$ cat config.mk
export PLATFORM = sky130hd
export DESIGN_NAME = lift_motor_limit_controller_core
export DESIGN_NICKNAME = d
export VERILOG_FILES = /design/src/sv/lmlc_pkg.sv /design/src/sv/lift_motor_limit_controller_core.sv /design/src/sv/lmlc_debounce.sv
export VERILOG_INCLUDE_DIRS = /design/src /design/src/sv
export SDC_FILE = /design/constraint.sdc
export NUM_CORES = 1
export LEC_CHECK = 0
export ABC_AREA = 0
export BUFFER_PORTS_ARGS = -buffer_cell sky130_fd_sc_hd__buf_2
export CAP_MARGIN = 20
export CORE_AREA = 2 2 123 65
export CTS_CLUSTER_DIAMETER = 200
export DETAILED_ROUTE_END_ITERATION = 8
export DIE_AREA = 0 0 125 67
export GPL_TIMING_DRIVEN = 1
export PLACE_DENSITY = 0.95
export SETUP_SLACK_MARGIN = 0.02
export SLEW_MARGIN = 20
export SYNTH_ARGS = -nofsm -noshare
export SYNTH_HDL_FRONTEND = slang
export SYNTH_SLANG_ARGS = --single-unit
$ cat constraint.sdc
create_clock -name clk -period 8.4 [get_ports clk]
set_input_delay 0.42 -clock clk [delete_from_list [all_inputs] [get_ports clk]]
set_output_delay 0.42 -clock clk [all_outputs]
set_load 0.05 [all_outputs]
$ cat src/sv/lift_motor_limit_controller_core_macros.svh
// Assertion helpers, clocked on clk and disabled while rst_n is low.
`ifndef LIFT_MOTOR_LIMIT_CONTROLLER_CORE_MACROS_SVH
`define LIFT_MOTOR_LIMIT_CONTROLLER_CORE_MACROS_SVH

`define LMLC_ASSERT(label, prop, msg) \
    label: assert property (@(posedge clk) disable iff (!rst_n) (prop)) else $error(msg);

`define LMLC_ASSERT_IMPL(label, ante, cons, msg) \
    label: assert property (@(posedge clk) disable iff (!rst_n) (ante) |-> (cons)) \
        else $error(msg);

`endif

$ cat src/sv/lmlc_pkg.sv
package lmlc_pkg;

    typedef enum logic [2:0] {
        MOT_STOP      = 3'd0,
        MOT_UP_FAST   = 3'd1,
        MOT_UP_SLOW   = 3'd2,
        MOT_DOWN_FAST = 3'd3,
        MOT_DOWN_SLOW = 3'd4
    } motion_t;

    typedef enum logic [1:0] {
        CFG_FAST_SPEED = 2'd0,
        CFG_SLOW_SPEED = 2'd1,
        CFG_SETTLE_MS  = 2'd2
    } cfg_index_t;

    localparam logic [7:0] FAST_SPEED_RESET = 8'd150;
    localparam logic [7:0] SLOW_SPEED_RESET = 8'd45;
    localparam logic [7:0] SETTLE_MS_RESET  = 8'd10;

    localparam logic [7:0] CMD_RELAY_ONE = 8'h41; // 'A'
    localparam logic [7:0] CMD_RELAY_TWO = 8'h42; // 'B'
    localparam logic [7:0] CMD_UP_FAST_A = 8'h55; // 'U'
    localparam logic [7:0] CMD_UP_FAST_B = 8'h4F; // 'O'
    localparam logic [7:0] CMD_UP_SLOW_A = 8'h75; // 'u'
    localparam logic [7:0] CMD_UP_SLOW_B = 8'h6F; // 'o'
    localparam logic [7:0] CMD_DN_FAST_A = 8'h44; // 'D'
    localparam logic [7:0] CMD_DN_FAST_B = 8'h43; // 'C'
    localparam logic [7:0] CMD_DN_SLOW_A = 8'h64; // 'd'
    localparam logic [7:0] CMD_DN_SLOW_B = 8'h63; // 'c'
    localparam logic [7:0] CMD_STOP      = 8'h53; // 'S'

    localparam int QUIET_W = 9;
    localparam logic [QUIET_W-1:0] QUIET_MAX = '1;

    typedef struct packed {
        logic       func;
        logic [7:0] cmd_byte;
        logic       top_pin_level;
        logic       bottom_pin_level;
    } item_t;

    typedef struct packed {
        logic [7:0] drive_up;
        logic [7:0] drive_down;
        logic       relay_one;
        logic       relay_two;
        logic [2:0] motion;
        logic       top_limit;
        logic       bottom_limit;
    } result_t;

endpackage

$ cat src/sv/lift_motor_limit_controller_core.sv
// Data path: an accepted item waits in the input register, its result is then loaded into
// the result register and transfers out from there (input and result registers).
// Throughput: one item per cycle; the item register holds while the result register
// is stalled and full.
// Reset (rst_n, async, active low): registers return to 150/45/10, stopped, relays on,
// limits released, quiet counters zero, both channels empty.
module lift_motor_limit_controller_core
    import lmlc_pkg::*;
(
    input  logic       clk,
    input  logic       rst_n,
    input  logic       item_valid,
    output logic       item_stall,
    input  item_t      item,
    output logic       result_valid,
    input  logic       result_stall,
    output result_t    result,
    input  logic       cfg_we,
    input  logic [1:0] cfg_index,
    input  logic [7:0] cfg_data
);

`include "lift_motor_limit_controller_core_macros.svh"

    logic [7:0] fast_speed_reg;
    logic [7:0] slow_speed_reg;
    logic [7:0] settle_ms_reg;

    logic       stage_valid_reg;
    item_t      stage_reg;
    logic       result_valid_reg;
    result_t    result_reg;
    result_t    result_next;

    motion_t    motion_reg;
    motion_t    motion_cmd;
    motion_t    motion_next;
    logic       relay_one_reg;
    logic       relay_one_next;
    logic       relay_two_reg;
    logic       relay_two_next;
    logic       top_next;
    logic       bottom_next;

    logic       advance;
    logic       accept;
    logic       tick;

    assign advance    = stage_valid_reg && (!result_valid_reg || !result_stall);
    assign item_stall = stage_valid_reg && !advance;
    assign accept     = item_valid && !item_stall;
    assign tick       = advance && stage_reg.func;

    lmlc_debounce u_top
    (
        .clk         (clk),
        .rst_n       (rst_n),
        .tick        (tick),
        .pressed     (!stage_reg.top_pin_level),
        .settle_ms   (settle_ms_reg),
        .stable_next (top_next)
    );

    lmlc_debounce u_bottom
    (
        .clk         (clk),
        .rst_n       (rst_n),
        .tick        (tick),
        .pressed     (!stage_reg.bottom_pin_level),
        .settle_ms   (settle_ms_reg),
        .stable_next (bottom_next)
    );

    always_comb
    begin
        motion_cmd     = motion_reg;
        relay_one_next = relay_one_reg;
        relay_two_next = relay_two_reg;
        if (!stage_reg.func)
        begin
            case (stage_reg.cmd_byte)
                CMD_RELAY_ONE: relay_one_next = !relay_one_reg;
                CMD_RELAY_TWO: relay_two_next = !relay_two_reg;
                CMD_UP_FAST_A,
                CMD_UP_FAST_B: motion_cmd = MOT_UP_FAST;
                CMD_UP_SLOW_A,
                CMD_UP_SLOW_B: motion_cmd = MOT_UP_SLOW;
                CMD_DN_FAST_A,
                CMD_DN_FAST_B: motion_cmd = MOT_DOWN_FAST;
                CMD_DN_SLOW_A,
                CMD_DN_SLOW_B: motion_cmd = MOT_DOWN_SLOW;
                CMD_STOP:      motion_cmd = MOT_STOP;
                default:       motion_cmd = motion_reg;
            endcase
        end

        motion_next            = motion_cmd;
        result_next.drive_up   = 8'd0;
        result_next.drive_down = 8'd0;
        case (motion_cmd)
            MOT_UP_FAST,
            MOT_UP_SLOW:
            begin
                if (top_next)
                begin
                    motion_next = MOT_STOP;
                end
                else
                begin
                    result_next.drive_up = (motion_cmd == MOT_UP_FAST) ?
                                           fast_speed_reg : slow_speed_reg;
                end
            end
            MOT_DOWN_FAST,
            MOT_DOWN_SLOW:
            begin
                if (bottom_next)
                begin
                    motion_next = MOT_STOP;
                end
                else
                begin
                    result_next.drive_down = (motion_cmd == MOT_DOWN_FAST) ?
                                             fast_speed_reg : slow_speed_reg;
                end
            end
            default: motion_next = MOT_STOP;
        endcase

        result_next.relay_one    = relay_one_next;
        result_next.relay_two    = relay_two_next;
        result_next.motion       = motion_next;
        result_next.top_limit    = top_next;
        result_next.bottom_limit = bottom_next;
    end

    always_ff @(posedge clk or negedge rst_n)
    begin
        if (!rst_n)
        begin
            fast_speed_reg   <= FAST_SPEED_RESET;
            slow_speed_reg   <= SLOW_SPEED_RESET;
            settle_ms_reg    <= SETTLE_MS_RESET;
            stage_valid_reg  <= 1'b0;
            result_valid_reg <= 1'b0;
            motion_reg       <= MOT_STOP;
            relay_one_reg    <= 1'b1;
            relay_two_reg    <= 1'b1;
        end
        else
        begin
            if (cfg_we)
            begin
                case (cfg_index)
                    CFG_FAST_SPEED: fast_speed_reg <= cfg_data;
                    CFG_SLOW_SPEED: slow_speed_reg <= cfg_data;
                    CFG_SETTLE_MS:  settle_ms_reg  <= cfg_data;
                    default:        ;
                endcase
            end
            if (accept)
            begin
                stage_valid_reg <= 1'b1;
            end
            else if (advance)
            begin
                stage_valid_reg <= 1'b0;
            end
            if (advance)
            begin
                result_valid_reg <= 1'b1;
                motion_reg       <= motion_next;
                relay_one_reg    <= relay_one_next;
                relay_two_reg    <= relay_two_next;
            end
            else if (!result_stall)
            begin
                result_valid_reg <= 1'b0;
            end
        end
    end

    always_ff @(posedge clk)
    begin
        if (accept)
        begin
            stage_reg <= item;
        end
        if (advance)
        begin
            result_reg <= result_next;
        end
    end

    assign result_valid = result_valid_reg;
    assign result       = result_reg;

    `LMLC_ASSERT(a_one_drive, !(result_valid && result.drive_up != 8'd0 && result.drive_down != 8'd0), "both drive channels active")
    `LMLC_ASSERT_IMPL(a_top_stop, result_valid && result.top_limit, result.motion != MOT_UP_FAST && result.motion != MOT_UP_SLOW, "moving up at top limit")
    `LMLC_ASSERT_IMPL(a_bottom_stop, result_valid && result.bottom_limit, result.motion != MOT_DOWN_FAST && result.motion != MOT_DOWN_SLOW, "moving down at bottom limit")
    `LMLC_ASSERT_IMPL(a_result_load, advance, ##1 result_valid && result.motion == $past(motion_next), "result not loaded")
    `LMLC_ASSERT_IMPL(a_hold_stage, item_stall, stage_valid_reg && !accept, "stall without a held item")

endmodule

$ cat src/sv/lmlc_debounce.sv
module lmlc_debounce
    import lmlc_pkg::*;
(
    input  logic       clk,
    input  logic       rst_n,
    input  logic       tick,
    input  logic       pressed,
    input  logic [7:0] settle_ms,
    output logic       stable_next
);

    logic               stable_reg;
    logic [QUIET_W-1:0] count_reg;
    logic [QUIET_W-1:0] count_next;
    logic [QUIET_W-1:0] count_inc;

    always_comb
    begin
        count_inc   = (count_reg < QUIET_MAX) ? count_reg + 1'b1 : count_reg;
        stable_next = stable_reg;
        count_next  = count_reg;
        if (tick)
        begin
            count_next = count_inc;
            if (pressed != stable_reg)
            begin
                if (count_inc > {1'b0, settle_ms})
                begin
                    stable_next = pressed;
                end
                count_next = '0;
            end
        end
    end

    always_ff @(posedge clk or negedge rst_n)
    begin
        if (!rst_n)
        begin
            stable_reg <= 1'b0;
            count_reg  <= '0;
        end
        else
        begin
            stable_reg <= stable_next;
            count_reg  <= count_next;
        end
    end

endmodule

=== Word level (Yosys, flattened, before mapping) ===
Index checks and enable logic that the tools add are counted.

* $add $sub $neg: 2
* Magnitude comparators: 4
* Eq/ne operators: 20
* Muxes and demuxes: 25
* Bitwise logic cells: 2
* Reduce and logical (&&, ||, !) cells: 26

{| class="wikitable"
|+ Operators with widths
! cell !! number
|-
| == test 8 x 7 -> 1 bit (second input constant) || 11
|-
| 2-to-1 mux 9 bit || 4
|-
| adder 9 x 1 -> 9 bit (second input constant) || 2
|-
| > comparator 9 x 8 -> 1 bit || 2
|-
| less-than comparator 9 bit (second input constant) || 2
|-
| 2-to-1 mux 8 bit || 2
|-
| OR reduction 2 bit || 8
|-
| one-hot mux 3 bit (5 select lines) || 1
|-
| 2-to-1 mux 1 bit || 14
|-
| 2-to-1 mux 3 bit || 3
|-
| zero test 1 bit || 8
|-
| == test 3 x 2 -> 1 bit (second input constant) || 2
|-
| one-hot mux 3 bit (2 select lines) || 1
|-
| AND reduction 2 bit || 3
|-
| logical AND 1 bit || 4
|-
| == test 3 x 1 -> 1 bit (second input constant) || 1
|-
| == test 3 bit (second input constant) || 1
|-
| == test 2 x 1 -> 1 bit (second input constant) || 1
|-
| == test 2 bit (second input constant) || 1
|-
| zero test 2 bit || 1
|-
| != test 1 bit || 2
|-
| != test 2 x 1 -> 1 bit (second input constant) || 1
|-
| inverter 1 bit || 2
|-
| nonzero test 2 bit || 1
|-
| logical OR 1 bit || 1
|}

* Register bits after elaboration: 85
* Input port bits: 26
* Output and inout port bits: 25
* Word-level logic and storage cells: 102

=== Depth between registers and ports, before layout ===
* Depth after elaboration: 8
* Gate-level depth with buffers: 15
* Gate-level depth less buffers: 14

=== Hierarchy ===
From an unflattened synthesis, not the netlist that was laid out.

* Cell total of the unflattened synthesis: 424
* Area total of the unflattened synthesis: 4815.9 µm²

{| class="wikitable"
|+ By module, submodules not included
! module !! instances !! cells each !! area an instance (µm²)
|-
| lift_motor_limit_controller_core || 1 || 223 || 3049.2
|-
| lmlc_debounce (u_bottom) || 1 || 108 || 902.1
|-
| lmlc_debounce (u_top) || 1 || 93 || 864.6
|}

=== Worst setup path before layout ===
No wires, ideal clock.

* Path type: register -> register
* Start: register u_bottom.count_reg[4]
* End: register result_reg (netlist bit result[10]) (data pin)
* Arrival time: 3.110 ns
* Required time: 8.144 ns
* Setup slack: 5.034 ns
* Cell stages (with the launch flop): 16
* Path through: dfrtp_1 > buf_4 > nand3_2 > or4_1 > nand2_1 > nor2_1 > nand3_1 > xnor2_1 > ha_1 > a211oi_1 > nand2_1 > o21ai_0 > o22ai_2 > mux2i_2 > nor3b_4 > a22o_1

* Word-level cells in the longest chain between the ends: 7
* Elaborated cells on any way between the ends: 8

{| class="wikitable"
|+ Ends and longest elaborated chain
! element !! RTL line !! source
|-
| from (decl) || lmlc_debounce.sv:13 || <nowiki>logic [QUIET_W-1:0] count_reg;</nowiki>
|-
| from (signal assigned) || lmlc_debounce.sv:46 || <nowiki>count_reg <= count_next;</nowiki>
|-
| adder 9 x 1 -> 9 bit or less-than comparator 9 bit (tied branches) || lmlc_debounce.sv:19 || <nowiki>count_inc = (count_reg < QUIET_MAX) ? count_reg + 1'b1 : count_reg;</nowiki>
|-
| 2-to-1 mux 9 bit * || lmlc_debounce.sv:19 ||
|-
| > comparator 9 x 8 -> 1 bit * || lmlc_debounce.sv:27 || <nowiki>if (count_inc > {1'b0, settle_ms})</nowiki>
|-
| 2-to-1 mux 1 bit * || lmlc_debounce.sv:27 ||
|-
| 2-to-1 mux 1 bit * || lmlc_debounce.sv:25 || <nowiki>if (pressed != stable_reg)</nowiki>
|-
| 2-to-1 mux 1 bit * || lmlc_debounce.sv:22 || <nowiki>if (tick)</nowiki>
|-
| via bottom_next || lift_motor_limit_controller_core.sv:43 || <nowiki>logic bottom_next;</nowiki>
|-
| OR reduction 2 bit (no source line) * || -- ||
|-
| to (signal assigned) || lift_motor_limit_controller_core.sv:191 || <nowiki>result_reg <= result_next;</nowiki>
|-
| to (decl) || lift_motor_limit_controller_core.sv:32 || <nowiki>result_t result_reg;</nowiki>
|}

The timed path passes the listed nets; every way through them passes the cells marked *.
A chain may end at the register's enable or synchronous reset.

=== Worst setup path after layout ===
* Start: register u_bottom.count_reg[2]
* End: register result_reg (netlist bit result[9]) (data pin)

Same word-level chain as after synthesis.

==> flow_metrics.tcl <==
set metrics [dict create \
    drcViolationCount 0 \
    hpwl_um 7160 \
    p_leak_nw 2.22 \
    path_clk_slew_ns 0.06 \
    yosysWarnings 0 \
    synth-edff-count 34 \
    synth-seq-cells 85 \
    initial_core_util_pct 62.9 \
    dr.pass1.iters 6 \
    r2r-end "result[9]$_SDFFCE_PP0P_" \
    syn_area_um2 4540 \
    critPathKind "reg -> reg" \
    slowest_stage "or4_1" \
    synth_area_per_cell_um2 11.9 \
    htreeDepth 3 \
    grt.total_usage_pct 27.4 \
    syn_nets 425 \
    vias 3535 \
    drive_gt1_share_pct 26.8 \
    wl_per_cell_um 20.4 \
    slowest_delay_ns 0.56 \
    final_cell_mix "50 x buf_2, 39 x dfrtp_1, 34 x edfxtp_1, 25 x nand2_1, 25 x mux2_2" \
    synth_cells 381 \
    synth_ff_type "dfrtp_1" \
    arrival_ns 4.00 \
    final_common_cell "buf_2" \
    endpoint_kind "flop" \
    ys_seq_area_share_pct 51.0 \
    grt_pass1_wl_um 17500 \
    post_cts_buffers 0 \
    port_buffers 50 \
    crit_chain "nand3_1 > or4_1 > nand2_1 > nor2_1 > nand3_1 > xnor2_1 > ha_1 > a211oi_1 > nand2_1 > o21ai_0 > o22ai_2 > mux2i_2 > nor3b_4 > a22o_1" \
    dp_slack_ns 4.55 \
    ys_types 69 \
    area_delta_synth_final_pct 13.5 \
    clock_path_buffers 2 \
    synth-adder-area-share_pct 4.97 \
    finalSetupTns_ns 0 \
    rsz0062_at_grt "no" \
    synth_compound_area_share_pct 14.0 \
    drtIter0Drc 533 \
    die_y_um 67 \
    relSlewSlack_pct 55.1 \
    hold_path_class "in -> async" \
    r2r-start "u_bottom.count_reg[2]$_DFFE_PN0P_" \
    fp.dieArea_um2 8380 \
    muxShareOfSynthArea_pct 8.28 \
    hold_violations 0 \
    clk_latency_ns 0.34 \
    setup_ws_ns 4.49 \
    antenna_found_initial 0 \
    wl_um 10900 \
    maxSlewViolCount 0 \
    power.density_nw_per_um2 250 \
    finalCriticalPeriod_ns 3.91 \
    cap_violations 0 \
    hold-worst-slack_ns 0.177 \
    cts_resized 0 \
    r2r_setup_slack_ns 4.49 \
    cts_buffers 9 \
    synth_top_family_by_area "simple AND/OR/NAND/NOR gates" \
    grt_pass1_vias 3484 \
    ant_nets 0 \
    synth_simple_gate_area_share_pct 15.4 \
    fin_crit_sh_pct 46.6 \
    tightest_slew_ns 0.674 \
    grt_overflow 0 \
    io_pins 51 \
    n_antenna_cell 0 \
    synthXorXnorAreaFrac_pct 3.86 \
    largest_register_ffs 23 \
    grt_max_degree 52 \
    cp.required_ns 8.49 \
    status "finished, final reports clean" \
    rr_worst_depth 14 \
    synthArstFlopShare_pct 60.0 \
    core_area_um2 7210 \
    dieWidth_um 125 \
    place.gp.congestion 0.906 \
    setup_viol 0 \
    cts_hold_buf 0 \
    fmax_mhz 256 \
    row_count 22 \
    n_fill_cell 442 \
    final_nets 476 \
    path_max_fanout 10 \
    cts_sinks 85 \
    via_per_inst 6.63 \
    critPathLaunchType "flop" \
    clock-root-buffer "clkbuf_16" \
    cts_tree "done" \
    vdd_drop_max_uv 173 \
    clock_skew_ns 0.00755 \
]
## critical path: cells and delay by family (launching register included)
family / cells / cell delay (ns)
AOI/OAI and AO/OA: 4 / 0.89
adders and majority gates: 1 / 0.27
DFF: 1 / 0.47
and+or+nand+nor: 7 / 1.41
muxes: 1 / 0.46
xor gates and xnor gates: 1 / 0.14
## stage by stage
step,std cells,power [mW],utilization [%],area (um2)
2_1_floorplan,381,0.797,-,4540
3_3_place_gp,517,0.869,67.4,4860
3_5_place_dp,517,0.893,67.4,4860
4_1_cts,533,1.28,71.4,5150
5_1_grt,533,1.34,71.4,5150
6_report,533,1.29,71.4,5150
## how the worst max path moves through the flow
stage / cells past startpoint / to / slack, ns / startpoint
after floorplan: 15 / result[10]$_SDFFCE_PP0P_ / 5.03 / u_bottom.count_reg[4]$_DFFE_PN0P_
after global placement: 14 / result[10]$_SDFFCE_PP0P_ / 4.80 / u_bottom.count_reg[4]$_DFFE_PN0P_
after detailed placement: 14 / result[8]$_SDFFCE_PP0P_ / 4.55 / u_bottom.count_reg[4]$_DFFE_PN0P_
after CTS: 14 / result[8]$_SDFFCE_PP0P_ / 4.54 / u_bottom.count_reg[4]$_DFFE_PN0P_
after global routing: 14 / result[8]$_SDFFCE_PP0P_ / 4.23 / u_bottom.count_reg[4]$_DFFE_PN0P_
final: 14 / result[9]$_SDFFCE_PP0P_ / 4.49 / u_bottom.count_reg[2]$_DFFE_PN0P_
## cells in the mapped netlist, drive strengths merged (2+ instances only)
| cell | instances | area, um2 |
|---|---|---|
| a211oi | 2 | 15.0 |
| and4bb | 2 | 28.8 |
| ha | 18 | 225 |
| xnor2 | 16 | 140 |
| mux2i | 9 | 93.8 |
| o22ai | 3 | 25.0 |
| dfstp | 12 | 315 |
| inv | 15 | 56.3 |
| nand3b | 4 | 30.0 |
| a31oi | 4 | 25.0 |
| and4b | 3 | 30.0 |
| a21oi | 11 | 55.1 |
| nor3b | 6 | 67.6 |
| clkbuf | 7 | 26.3 |
| nor4b | 2 | 47.6 |
| xor2 | 4 | 35.0 |
| nand4 | 10 | 62.6 |
| a22o | 17 | 149 |
| a41oi | 2 | 17.5 |
| and3 | 6 | 37.5 |
| o21ai | 18 | 93.8 |
| edfxtp | 34 | 1020 |
| o31ai | 6 | 58.8 |
| o21a | 2 | 15.0 |
| nor2 | 19 | 71.3 |
| nand2b | 6 | 37.5 |
| a21o | 5 | 37.5 |
| nor3 | 3 | 26.3 |
| and2 | 6 | 37.5 |
| o211ai | 2 | 20.0 |
| buf | 5 | 32.5 |
| nand3 | 12 | 65.1 |
| nand2 | 25 | 93.8 |
| dfrtp | 39 | 976 |
| mux2 | 25 | 282 |
| a311oi | 2 | 17.5 |
## per-layer routing
layer  up-vias  part of all wire, %  track usage [%]
li1       1546                    -                -
met1      1727                   39             33.0
met2       210                   49             47.2
met4         0                  3.9             14.4
met3        52                  7.9             6.10
met5         -                    0                0
## power breakdown
group          switching (mW)  leakage, nW  internal, mW  total (mW)
logic                   0.227         1.13         0.118       0.345
registers              0.0515        0.955         0.509       0.560
clock network           0.156        0.137         0.227       0.384
## cell families (layout without fill, tap and decap cells)
| family | after synthesis | in the layout |
|---|---|---|
| adder cells (fa/ha/maj) | 18 | 18 |
| AND/OR/NAND/NOR | 112 | 112 |
| buffers and inverters | 27 | 83 |
| AO/OA/AOI/OAI | 85 | 85 |
| multiplexers | 34 | 34 |
| flip-flops | 85 | 85 |
| XOR/XNOR | 20 | 20 |
## final cells by class
| cell class | count | area (um2) | area share (%) |
|---|---|---|---|
| Clock buffer | 10 | 229 | 4.45 |
| Clock inverter | 6 | 55.1 | 1.07 |
| Inverter | 15 | 56.3 | 1.09 |
| Multi-Input combinational cell | 269 | 2110 | 41.0 |
| Sequential cell | 85 | 2310 | 44.9 |
| Tap cell | 96 | 120 | 2.33 |
| Timing Repair Buffer | 52 | 265 | 5.15 |
No activity file was read; power rests on OpenSTA's default activity.
